### src/rtl/vgm_command_stream_converter_assert.svh
// Assertion macros shared by the command stream converter modules.
// Both macros use the clk and rst_n of the module in which they are used.
`ifndef VGM_COMMAND_STREAM_CONVERTER_ASSERT_SVH
`define VGM_COMMAND_STREAM_CONVERTER_ASSERT_SVH
`ifndef SYNTHESIS
`define VGM_ASSERT_SAME(name, ante, cons) \
    name: assert property (@(posedge clk) disable iff (!rst_n) (ante) |-> (cons)) \
        else $error("vgm_csc assertion failed");
`define VGM_ASSERT_NEXT(name, ante, cons) \
    name: assert property (@(posedge clk) disable iff (!rst_n) (ante) |=> (cons)) \
        else $error("vgm_csc assertion failed");
`else
`define VGM_ASSERT_SAME(name, ante, cons)
`define VGM_ASSERT_NEXT(name, ante, cons)
`endif
`endif

### src/rtl/vgm_csc_pkg.sv
// Types and constants of the command stream converter.
// No dependencies; used by the controller, datapath and top level.
package vgm_csc_pkg;

    localparam logic [7:0] OPC_WRITE    = 8'h54;
    localparam logic [7:0] OPC_WAIT     = 8'h61;
    localparam logic [7:0] OPC_WAIT735  = 8'h62;
    localparam logic [7:0] OPC_END      = 8'h66;
    localparam logic [7:0] OPC_SHORT_LO = 8'h70;
    localparam logic [7:0] OPC_SHORT_HI = 8'h7F;

    localparam logic [7:0] WAIT735_LO = 8'hDF;
    localparam logic [7:0] WAIT735_HI = 8'h02;

    localparam logic [15:0] PIECE_MAX  = 16'h07FF;
    localparam logic [7:0]  PIECE_HI   = 8'h07;
    localparam logic [7:0]  PIECE_LO   = 8'hFF;

    localparam logic [7:0] ADDR_MASK_A = 8'h14;
    localparam logic [7:0] MASK_A      = 8'hF3;
    localparam logic [7:0] ADDR_MASK_B = 8'h1B;
    localparam logic [7:0] MASK_B      = 8'h3F;

    localparam logic [2:0] KIND_WRITE = 3'd0;
    localparam logic [2:0] KIND_SHORT = 3'd1;
    localparam logic [2:0] KIND_LONG  = 3'd2;
    localparam logic [2:0] KIND_END   = 3'd3;
    localparam logic [2:0] KIND_BAD   = 3'd4;

    typedef enum logic [2:0] {
        OPCL_SHORT,
        OPCL_WRITE,
        OPCL_WAIT,
        OPCL_WAIT735,
        OPCL_END,
        OPCL_BAD
    } op_class_t;

    typedef enum logic [2:0] {
        OUT_NONE,
        OUT_SHORT,
        OUT_WRITE,
        OUT_PIECE,
        OUT_END,
        OUT_BAD
    } out_op_t;

    typedef struct packed {
        logic    hold_addr;
        logic    hold_low;
        logic    load_wait;
        logic    load_wait735;
        out_op_t out_op;
    } dp_cmd_t;

    typedef struct packed {
        op_class_t op_class;
        logic      out_free;
        logic      len_big;
    } dp_status_t;

endpackage

### src/rtl/vgm_csc_if.sv
// Valid/ready channel interfaces: stream bytes in, playback records out.
// Depends on nothing; neither interface has a clock or reset port.
interface vgm_csc_byte_if;
    logic       valid;
    logic       ready;
    logic [7:0] stream_byte;

    modport source (output valid, output stream_byte, input ready);
    modport sink (input valid, input stream_byte, output ready);
endinterface

interface vgm_csc_rec_if;
    logic       valid;
    logic       ready;
    logic [7:0] first_byte;
    logic [7:0] second_byte;
    logic [2:0] record_kind;
    logic       last_of_run;

    modport source (output valid, output first_byte, output second_byte,
                    output record_kind, output last_of_run, input ready);
    modport sink (input valid, input first_byte, input second_byte,
                  input record_kind, input last_of_run, output ready);
endinterface

### src/rtl/vgm_command_stream_converter.sv
// Command stream converter: one stream byte per transaction in, two-byte records out.
// A record appears in the output register in the cycle after the byte that ends it;
// the first piece of a long wait is registered from the loaded wait counter in ST_LONG.
// Throughput: 1 byte per cycle while the output is taken; a long wait holds the input
// in ST_LONG while the piece counter emits one record per cycle whenever the output is free.
// Reset: rst_n (async, active low) returns the parser to the opcode phase, empties
// the output register and clears the held address, wait byte and wait counter.
module vgm_command_stream_converter (
    input  logic               clk,
    input  logic               rst_n,
    vgm_csc_byte_if.sink       in_stream,
    vgm_csc_rec_if.source      out_record
);

    vgm_csc_pkg::dp_cmd_t    cmd;
    vgm_csc_pkg::dp_status_t status;

    vgm_csc_ctrl u_ctrl (
        .clk      (clk),
        .rst_n    (rst_n),
        .in_valid (in_stream.valid),
        .in_ready (in_stream.ready),
        .status   (status),
        .cmd      (cmd)
    );

    vgm_csc_dp u_dp (
        .clk         (clk),
        .rst_n       (rst_n),
        .stream_byte (in_stream.stream_byte),
        .cmd         (cmd),
        .status      (status),
        .out_ready   (out_record.ready),
        .out_valid   (out_record.valid),
        .first_byte  (out_record.first_byte),
        .second_byte (out_record.second_byte),
        .record_kind (out_record.record_kind),
        .last_of_run (out_record.last_of_run)
    );

endmodule

### src/rtl/vgm_csc_dp.sv
// Datapath: opcode decode, held operands, long wait counter, output register.
// Depends on vgm_csc_pkg and the assertion macro header.
`include "vgm_command_stream_converter_assert.svh"

module vgm_csc_dp (
    input  logic                    clk,
    input  logic                    rst_n,
    input  logic [7:0]              stream_byte,
    input  vgm_csc_pkg::dp_cmd_t    cmd,
    output vgm_csc_pkg::dp_status_t status,
    input  logic                    out_ready,
    output logic                    out_valid,
    output logic [7:0]              first_byte,
    output logic [7:0]              second_byte,
    output logic [2:0]              record_kind,
    output logic                    last_of_run
);

    logic [7:0]  addr_reg, addr_next;
    logic [7:0]  low_reg, low_next;
    logic [15:0] len_reg, len_next;
    logic        valid_reg, valid_next;
    logic [7:0]  first_reg, first_next;
    logic [7:0]  second_reg, second_next;
    logic [2:0]  kind_reg, kind_next;
    logic        last_reg, last_next;
    logic [7:0]  masked_data;
    logic        len_big;
    logic        out_free;

    assign len_big  = len_reg > vgm_csc_pkg::PIECE_MAX;
    assign out_free = !valid_reg || out_ready;

    always_comb
    begin
        if (stream_byte inside {[vgm_csc_pkg::OPC_SHORT_LO : vgm_csc_pkg::OPC_SHORT_HI]})
        begin
            status.op_class = vgm_csc_pkg::OPCL_SHORT;
        end
        else if (stream_byte == vgm_csc_pkg::OPC_WRITE)
        begin
            status.op_class = vgm_csc_pkg::OPCL_WRITE;
        end
        else if (stream_byte == vgm_csc_pkg::OPC_WAIT)
        begin
            status.op_class = vgm_csc_pkg::OPCL_WAIT;
        end
        else if (stream_byte == vgm_csc_pkg::OPC_WAIT735)
        begin
            status.op_class = vgm_csc_pkg::OPCL_WAIT735;
        end
        else if (stream_byte == vgm_csc_pkg::OPC_END)
        begin
            status.op_class = vgm_csc_pkg::OPCL_END;
        end
        else
        begin
            status.op_class = vgm_csc_pkg::OPCL_BAD;
        end
        status.out_free = out_free;
        status.len_big  = len_big;
    end

    always_comb
    begin
        if (addr_reg == vgm_csc_pkg::ADDR_MASK_A)
        begin
            masked_data = stream_byte & vgm_csc_pkg::MASK_A;
        end
        else if (addr_reg == vgm_csc_pkg::ADDR_MASK_B)
        begin
            masked_data = stream_byte & vgm_csc_pkg::MASK_B;
        end
        else
        begin
            masked_data = stream_byte;
        end
    end

    always_comb
    begin
        addr_next   = cmd.hold_addr ? stream_byte : addr_reg;
        low_next    = cmd.hold_low ? stream_byte : low_reg;
        len_next    = len_reg;
        valid_next  = out_ready ? 1'b0 : valid_reg;
        first_next  = first_reg;
        second_next = second_reg;
        kind_next   = kind_reg;
        last_next   = last_reg;

        if (cmd.load_wait)
        begin
            len_next = {stream_byte, low_reg};
        end
        else if (cmd.load_wait735)
        begin
            len_next = {vgm_csc_pkg::WAIT735_HI, vgm_csc_pkg::WAIT735_LO};
        end

        case (cmd.out_op)
            vgm_csc_pkg::OUT_NONE:
            begin
            end
            vgm_csc_pkg::OUT_SHORT:
            begin
                valid_next  = 1'b1;
                first_next  = 8'd0;
                second_next = {4'd0, stream_byte[3:0]} + 8'd1;
                kind_next   = vgm_csc_pkg::KIND_SHORT;
                last_next   = 1'b1;
            end
            vgm_csc_pkg::OUT_WRITE:
            begin
                valid_next  = 1'b1;
                first_next  = addr_reg;
                second_next = masked_data;
                kind_next   = vgm_csc_pkg::KIND_WRITE;
                last_next   = 1'b1;
            end
            vgm_csc_pkg::OUT_PIECE:
            begin
                valid_next = 1'b1;
                kind_next  = vgm_csc_pkg::KIND_LONG;
                if (len_big)
                begin
                    first_next  = vgm_csc_pkg::PIECE_HI;
                    second_next = vgm_csc_pkg::PIECE_LO;
                    last_next   = 1'b0;
                    len_next    = len_reg - vgm_csc_pkg::PIECE_MAX;
                end
                else
                begin
                    first_next  = len_reg[15:8];
                    second_next = len_reg[7:0];
                    last_next   = 1'b1;
                end
            end
            vgm_csc_pkg::OUT_END:
            begin
                valid_next  = 1'b1;
                first_next  = 8'd0;
                second_next = 8'd0;
                kind_next   = vgm_csc_pkg::KIND_END;
                last_next   = 1'b1;
            end
            vgm_csc_pkg::OUT_BAD:
            begin
                valid_next  = 1'b1;
                first_next  = stream_byte;
                second_next = 8'd0;
                kind_next   = vgm_csc_pkg::KIND_BAD;
                last_next   = 1'b1;
            end
            default:
            begin
            end
        endcase
    end

    always_ff @(posedge clk or negedge rst_n)
    begin
        if (!rst_n)
        begin
            addr_reg  <= 8'd0;
            low_reg   <= 8'd0;
            len_reg   <= 16'd0;
            valid_reg <= 1'b0;
        end
        else
        begin
            addr_reg  <= addr_next;
            low_reg   <= low_next;
            len_reg   <= len_next;
            valid_reg <= valid_next;
        end
    end

    always_ff @(posedge clk)
    begin
        first_reg  <= first_next;
        second_reg <= second_next;
        kind_reg   <= kind_next;
        last_reg   <= last_next;
    end

    assign out_valid   = valid_reg;
    assign first_byte  = first_reg;
    assign second_byte = second_reg;
    assign record_kind = kind_reg;
    assign last_of_run = last_reg;

    // a new record may only overwrite a slot that is empty or being taken
    `VGM_ASSERT_SAME(a_load_into_free, cmd.out_op != vgm_csc_pkg::OUT_NONE, out_free)
    // every full piece shortens the remaining wait by one piece
    `VGM_ASSERT_NEXT(a_piece_shrinks, cmd.out_op == vgm_csc_pkg::OUT_PIECE && len_big,
        len_reg == $past(len_reg) - vgm_csc_pkg::PIECE_MAX)

endmodule

### src/rtl/vgm_csc_ctrl.sv
// Controller: parse phase state machine that steers the datapath.
// Depends on vgm_csc_pkg and the assertion macro header.
`include "vgm_command_stream_converter_assert.svh"

module vgm_csc_ctrl (
    input  logic                    clk,
    input  logic                    rst_n,
    input  logic                    in_valid,
    output logic                    in_ready,
    input  vgm_csc_pkg::dp_status_t status,
    output vgm_csc_pkg::dp_cmd_t    cmd
);

    typedef enum logic [6:0] {
        ST_OPCODE = 7'b0000001,
        ST_ADDR   = 7'b0000010,
        ST_DATA   = 7'b0000100,
        ST_WLOW   = 7'b0001000,
        ST_WHIGH  = 7'b0010000,
        ST_LONG   = 7'b0100000,
        ST_HALT   = 7'b1000000
    } state_t;

    state_t state_reg, state_next;
    logic   in_fire;

    always_comb
    begin
        case (state_reg)
            ST_HALT: in_ready = 1'b1;
            ST_LONG: in_ready = 1'b0;
            default: in_ready = status.out_free;
        endcase
    end

    assign in_fire = in_valid && in_ready;

    always_comb
    begin
        state_next       = state_reg;
        cmd.hold_addr    = 1'b0;
        cmd.hold_low     = 1'b0;
        cmd.load_wait    = 1'b0;
        cmd.load_wait735 = 1'b0;
        cmd.out_op       = vgm_csc_pkg::OUT_NONE;

        case (state_reg)
            ST_OPCODE:
            begin
                if (in_fire)
                begin
                    case (status.op_class)
                        vgm_csc_pkg::OPCL_SHORT:
                        begin
                            cmd.out_op = vgm_csc_pkg::OUT_SHORT;
                        end
                        vgm_csc_pkg::OPCL_WRITE:
                        begin
                            state_next = ST_ADDR;
                        end
                        vgm_csc_pkg::OPCL_WAIT:
                        begin
                            state_next = ST_WLOW;
                        end
                        vgm_csc_pkg::OPCL_WAIT735:
                        begin
                            cmd.load_wait735 = 1'b1;
                            state_next       = ST_LONG;
                        end
                        vgm_csc_pkg::OPCL_END:
                        begin
                            cmd.out_op = vgm_csc_pkg::OUT_END;
                            state_next = ST_HALT;
                        end
                        default:
                        begin
                            cmd.out_op = vgm_csc_pkg::OUT_BAD;
                            state_next = ST_HALT;
                        end
                    endcase
                end
            end
            ST_ADDR:
            begin
                if (in_fire)
                begin
                    cmd.hold_addr = 1'b1;
                    state_next    = ST_DATA;
                end
            end
            ST_DATA:
            begin
                if (in_fire)
                begin
                    cmd.out_op = vgm_csc_pkg::OUT_WRITE;
                    state_next = ST_OPCODE;
                end
            end
            ST_WLOW:
            begin
                if (in_fire)
                begin
                    cmd.hold_low = 1'b1;
                    state_next   = ST_WHIGH;
                end
            end
            ST_WHIGH:
            begin
                if (in_fire)
                begin
                    cmd.load_wait = 1'b1;
                    state_next    = ST_LONG;
                end
            end
            ST_LONG:
            begin
                // one piece per free output slot; the short remainder ends the wait
                if (status.out_free)
                begin
                    cmd.out_op = vgm_csc_pkg::OUT_PIECE;
                    if (!status.len_big)
                    begin
                        state_next = ST_OPCODE;
                    end
                end
            end
            ST_HALT:
            begin
            end
            default:
            begin
                state_next = ST_HALT;
            end
        endcase
    end

    always_ff @(posedge clk or negedge rst_n)
    begin
        if (!rst_n)
        begin
            state_reg <= ST_OPCODE;
        end
        else
        begin
            state_reg <= state_next;
        end
    end

    `VGM_ASSERT_SAME(a_no_accept_in_long, state_reg == ST_LONG, !in_ready)
    `VGM_ASSERT_NEXT(a_high_starts_long, in_fire && state_reg == ST_WHIGH, state_reg == ST_LONG)
    `VGM_ASSERT_NEXT(a_halt_sticks, state_reg == ST_HALT, state_reg == ST_HALT)

endmodule
### src/flat_wrapper.sv
// flat-port wrapper written by rule: the top's interface ports become plain ports
module vgm_command_stream_converter_flat 
  (clk, rst_n, in_stream_valid, in_stream_stream_byte, in_stream_ready, out_record_valid, out_record_first_byte, out_record_second_byte, out_record_record_kind, out_record_last_of_run, out_record_ready);
  vgm_csc_byte_if in_stream_i ();
  vgm_csc_rec_if out_record_i ();
  input  logic clk;
  input  logic rst_n;
  input wire logic [$bits(in_stream_i.valid)-1:0] in_stream_valid;
  input wire logic [$bits(in_stream_i.stream_byte)-1:0] in_stream_stream_byte;
  output wire logic [$bits(in_stream_i.ready)-1:0] in_stream_ready;
  output wire logic [$bits(out_record_i.valid)-1:0] out_record_valid;
  output wire logic [$bits(out_record_i.first_byte)-1:0] out_record_first_byte;
  output wire logic [$bits(out_record_i.second_byte)-1:0] out_record_second_byte;
  output wire logic [$bits(out_record_i.record_kind)-1:0] out_record_record_kind;
  output wire logic [$bits(out_record_i.last_of_run)-1:0] out_record_last_of_run;
  input wire logic [$bits(out_record_i.ready)-1:0] out_record_ready;
  assign in_stream_i.valid = in_stream_valid;
  assign in_stream_i.stream_byte = in_stream_stream_byte;
  assign in_stream_ready = in_stream_i.ready;
  assign out_record_valid = out_record_i.valid;
  assign out_record_first_byte = out_record_i.first_byte;
  assign out_record_second_byte = out_record_i.second_byte;
  assign out_record_record_kind = out_record_i.record_kind;
  assign out_record_last_of_run = out_record_i.last_of_run;
  assign out_record_i.ready = out_record_ready;
  vgm_command_stream_converter u_core (.clk(clk), .rst_n(rst_n), .in_stream(in_stream_i), .out_record(out_record_i));
endmodule
### config.mk
export PLATFORM = sky130hd
export DESIGN_NAME = vgm_command_stream_converter_flat
export DESIGN_NICKNAME = d
export VERILOG_FILES = /design/src/rtl/vgm_csc_pkg.sv /design/src/rtl/vgm_csc_if.sv /design/src/rtl/vgm_command_stream_converter.sv /design/src/rtl/vgm_csc_dp.sv /design/src/rtl/vgm_csc_ctrl.sv /design/src/flat_wrapper.sv
export VERILOG_INCLUDE_DIRS = /design/src /design/src/rtl
export SDC_FILE = /design/constraint.sdc
export NUM_CORES = 1
export LEC_CHECK = 0
export BUFFER_PORTS_ARGS = -buffer_cell sky130_fd_sc_hd__buf_2
export CORE_MARGIN = 8
export CORE_UTILIZATION = 60
export DETAILED_ROUTE_END_ITERATION = 12
export GPL_TIMING_DRIVEN = 0
export PLACE_DENSITY = 0.8
export SLEW_MARGIN = 20
export SYNTH_ARGS = -nofsm -noshare
export SYNTH_HDL_FRONTEND = slang
export SYNTH_HIERARCHICAL = 1
export SYNTH_SLANG_ARGS = --single-unit
### constraint.sdc
create_clock -name clk -period 7.3 [get_ports clk]
set_input_delay 1.095 -clock clk [delete_from_list [all_inputs] [get_ports clk]]
set_output_delay 1.095 -clock clk [all_outputs]
set_load 0.01 [all_outputs]
==> impl_results.md <==
* Skew-Pair Late Insertion Delay at 0.35 ns
* Crit path top cell by count: clkbuf_1
* Tmin final at 4.97 ns
* Design Area, Final at 0.00412 mm2
* Largest net degree at the start of global routing at 41
* Clock transition at the registers of the reported paths at 0.07 ns
* GRT overflow at 0
* Seq/Total Area, Yosys at 43.6%
* Initial antenna violation count at 0
* #FFs+latches synth at 60
* Placement Cell Area at 0.00393 mm2
* RR Startpoint: u_core/u_ctrl/state_reg[3]$_DFFE_PN0P_
* Starting Density at 62.2%
* Avg Cell Area, Syn at 9.95 um2
* Slowest stage delay, CP at 0.68 ns
* Chip height at 94.3 um
* TNS Setup at 0 ns
* Slowest-stage cell, CP: a21oi_1
* Critical path class: primary input to flip-flop
* Die area at 0.00890 mm2
* Final wirelength at 9570 um
* Post-CTS sizing at 0
* CP Buf/Inv Count at 6
* Post-CTS Setup Bufs at 0
* Worst EP arrival at 4.95 ns
* Clock buffer depth at 2
* Final slew viol count at 0
* Vias in the first global route at 3100
* CTS Hold Buffers Added at 0
* Worst setup SP type: primary input
* Final Net Count at 431
* Vias at 3328
* Max reg flops at 16
* Cell Chain, Critical Path: buf_2 -> clkbuf_1 -> inv_1 -> ha_1 -> and3b_1 -> o21ai_0 -> nand2_1 -> nand2_1 -> inv_1 -> nor3_1 -> clkbuf_1 -> clkbuf_1 -> nor3_1 -> a21oi_1
* Die Width at 94.3 um
* GR Layer Usage met2 at 34.8%
* Critical path fanouts, max at 10
* Core area at 0.00592 mm2
* Synth area leaders: dfrtp_1 (27%), edfxtp_1 (16%), mux2_2 (4.9%), nor2_1 (3.5%), a21oi_1 (2.6%)
* Post-DR vias/cell at 6.75
* Starting DRT DRC Count at 318
* DRT antenna net count at 0
* CP Capture Type: flip-flop
* H-tree level count at 3
* Gr busiest metal: met2
* Worst slew pin tran at 0.944 ns
* Cell count after synthesis at 370
* M1 GR Usage at 28.7%
* Delay-heaviest family, CP: buffers and inverters
* P per Cell Area at 162 mW/mm2
* Max VDD drop at 0.0000923 V
* Post-synth EDFFs at 20
* Top cell type's share of synthesized area at 26.5%
* DRT Pass-1 Iters at 5
* Total power at 0.000666 W
* Hold path start: u_core/u_dp/low_reg[2]$_DFFE_PN0P_
* Final Skew at 0.0107 ns
* Final hold viol count at 0
* Fmax at 201 MHz
* Worst Path Required at 7.28 ns
* I/O Pins at 34
* Hold/Removal Path Class: flip-flop to flip-flop
* Yosys warns at 6
* Final core occ at 69.7%
* Non-Filler Instances at 493
* Max cap viols at 0
* Status: complete, no violations
* CTS Buf Count at 9
* Overall routing resource usage at 22.6%
* ANT cells at 0
* Primary FF master, synth: dfrtp_1
* Slew headroom at 37.0%
* Final setup fails at 0
* Row count at 28
* Port bufs at 32
* Mapped cell area at 0.00368 mm2
* Met3 Resource Use GR at 5.44%
* Period Utilization, post-route at 68.1%
* Unrepaired setup endpoints after global routing: false
* Placed insts at 477
* Mapped Nets at 388
* Root Buffer: clkbuf_8
* Share of post-route cells with drive strength above 1 at 23.2%
* CTS tree: done
* Drc violations at 0
* Post-DP HPWL at 6510 um
* Distinct cells, synth at 73
* CTS Sinks at 60
* Largest area contributor in the synthesized netlist: dfrtp_1
* First-pass GRT wire length at 15600 um
* Beginning of the critical path: in_stream_stream_byte[0]
* Leak pwr at 1.69 nW
* Final GP Congestion at 0.915
* Layout area overhead at 12.1%
* Async SR Flop Fraction at 66.7%
* Post-DR wirelength/cell at 19.4 um
==> logic make-up (layout without fill, tap and decap cells) <==
| group | after synthesis | in the layout | share of synthesized area (%) |
|---|---|---|---|
| simple gates | 139 | 139 | 22.0 |
| compound gates | 101 | 101 | 20.0 |
| flops | 60 | 60 | 43.6 |
| buf+inv | 39 | 87 | 4.96 |
| mux | 21 | 21 | 6.43 |
| fa+ha+maj | 6 | 6 | 2.04 |
| xor+xnor | 4 | 4 | 0.952 |
==> final cells by class <==
cell class / instances / area, um2
Sequential cell: 60 / 1600
Inverter: 12 / 45.0
Tap cell: 75 / 93.8
Clock buffer: 9 / 124
Timing Repair Buffer: 32 / 160
Buffer: 27 / 138
Fill cell: 443 / 1800
Multi-Input combinational cell: 271 / 1890
Clock inverter: 7 / 66.3
==> path summary, 6_finish.rpt <==
| check | endpoint | depth (start not counted) | slack [ns] |
|---|---|---|---|
| setup / recovery | u_core/u_dp/first_byte[1]$_DFFE_PP_ | 14 | 2.33 |
| hold / removal | u_core/u_dp/low_reg[2]$_DFFE_PN0P_ | 1 | 0.51 |
| setup reg to reg | u_core/u_dp/first_byte[1]$_DFFE_PP_ | 11 | 3.02 |
| hold reg to reg | u_core/u_dp/low_reg[2]$_DFFE_PN0P_ | 1 | 0.51 |
| max in group asynchronous | u_core/u_dp/low_reg[2]$_DFFE_PN0P_ | 1 | 5.81 |
| min in group asynchronous | u_core/u_ctrl/state_reg[5]$_DFFE_PN0P_ | 1 | 0.87 |
==> stage by stage <==
| stage | hold WS [ns] | setup WS, ns |
|---|---|---|
| 6_report | 0.509 | 2.33 |
| 5_1_grt | 0.525 | 2.08 |
| 4_1_cts | 0.517 | 2.49 |
| 3_5_place_dp | 0.501 | 2.27 |
| 3_3_place_gp | 0.490 | 2.57 |
| 2_1_floorplan | 0.481 | 3.29 |
==> synth_stat cells, types with 4 or more instances <==
master,instances
buf_4,4
nor3_1,12
nor2_1,34
nand4_1,7
or3_1,4
nor2b_1,5
nor4_1,5
buf_2,5
ha_1,6
nand2_1,21
nand3_1,9
a22o_1,10
a21oi_1,19
nor4b_1,6
nor3b_1,4
mux2_2,16
edfxtp_1,20
o21ai_0,18
o221ai_1,4
inv_1,12
a211oi_1,7
nand2b_1,8
dfrtp_1,39
o211ai_1,4
clkbuf_1,15
==> power breakdown <==
part | internal [W] | switching, W
Clock | 0.000156 | 0.000139
Combinational | 0.00000619 | 0.0000180
Sequential | 0.000346 | 0.0000000000000000000110
Total | 0.000509 | 0.000157
==> layer usage <==
metal	vias up	routed length, um
li1	1492	-
met1	1612	3930
met2	197	4490
met3	27	924
met4	0	232
met5	-	0
==> cell usage in the layout (no fill, tap or decap), drive strengths merged, types with 4 or more instances in the layout <==
cell     n
a211oi   7
nor3b    4
o221ai   4
nor2b    5
nor2    34
nand2b   8
nand4    8
edfxtp  20
a21oi   20
inv     13
clkinv   4
clkbuf  24
ha       6
or3b     4
dfrtp   39
nand3    9
buf     44
nor4     6
o211ai   4
nor4b    7
mux2    18
o21ai   19
nand2   21
nor3    14
or3      6
a22o    10
(Power assumes the default switching activity.)
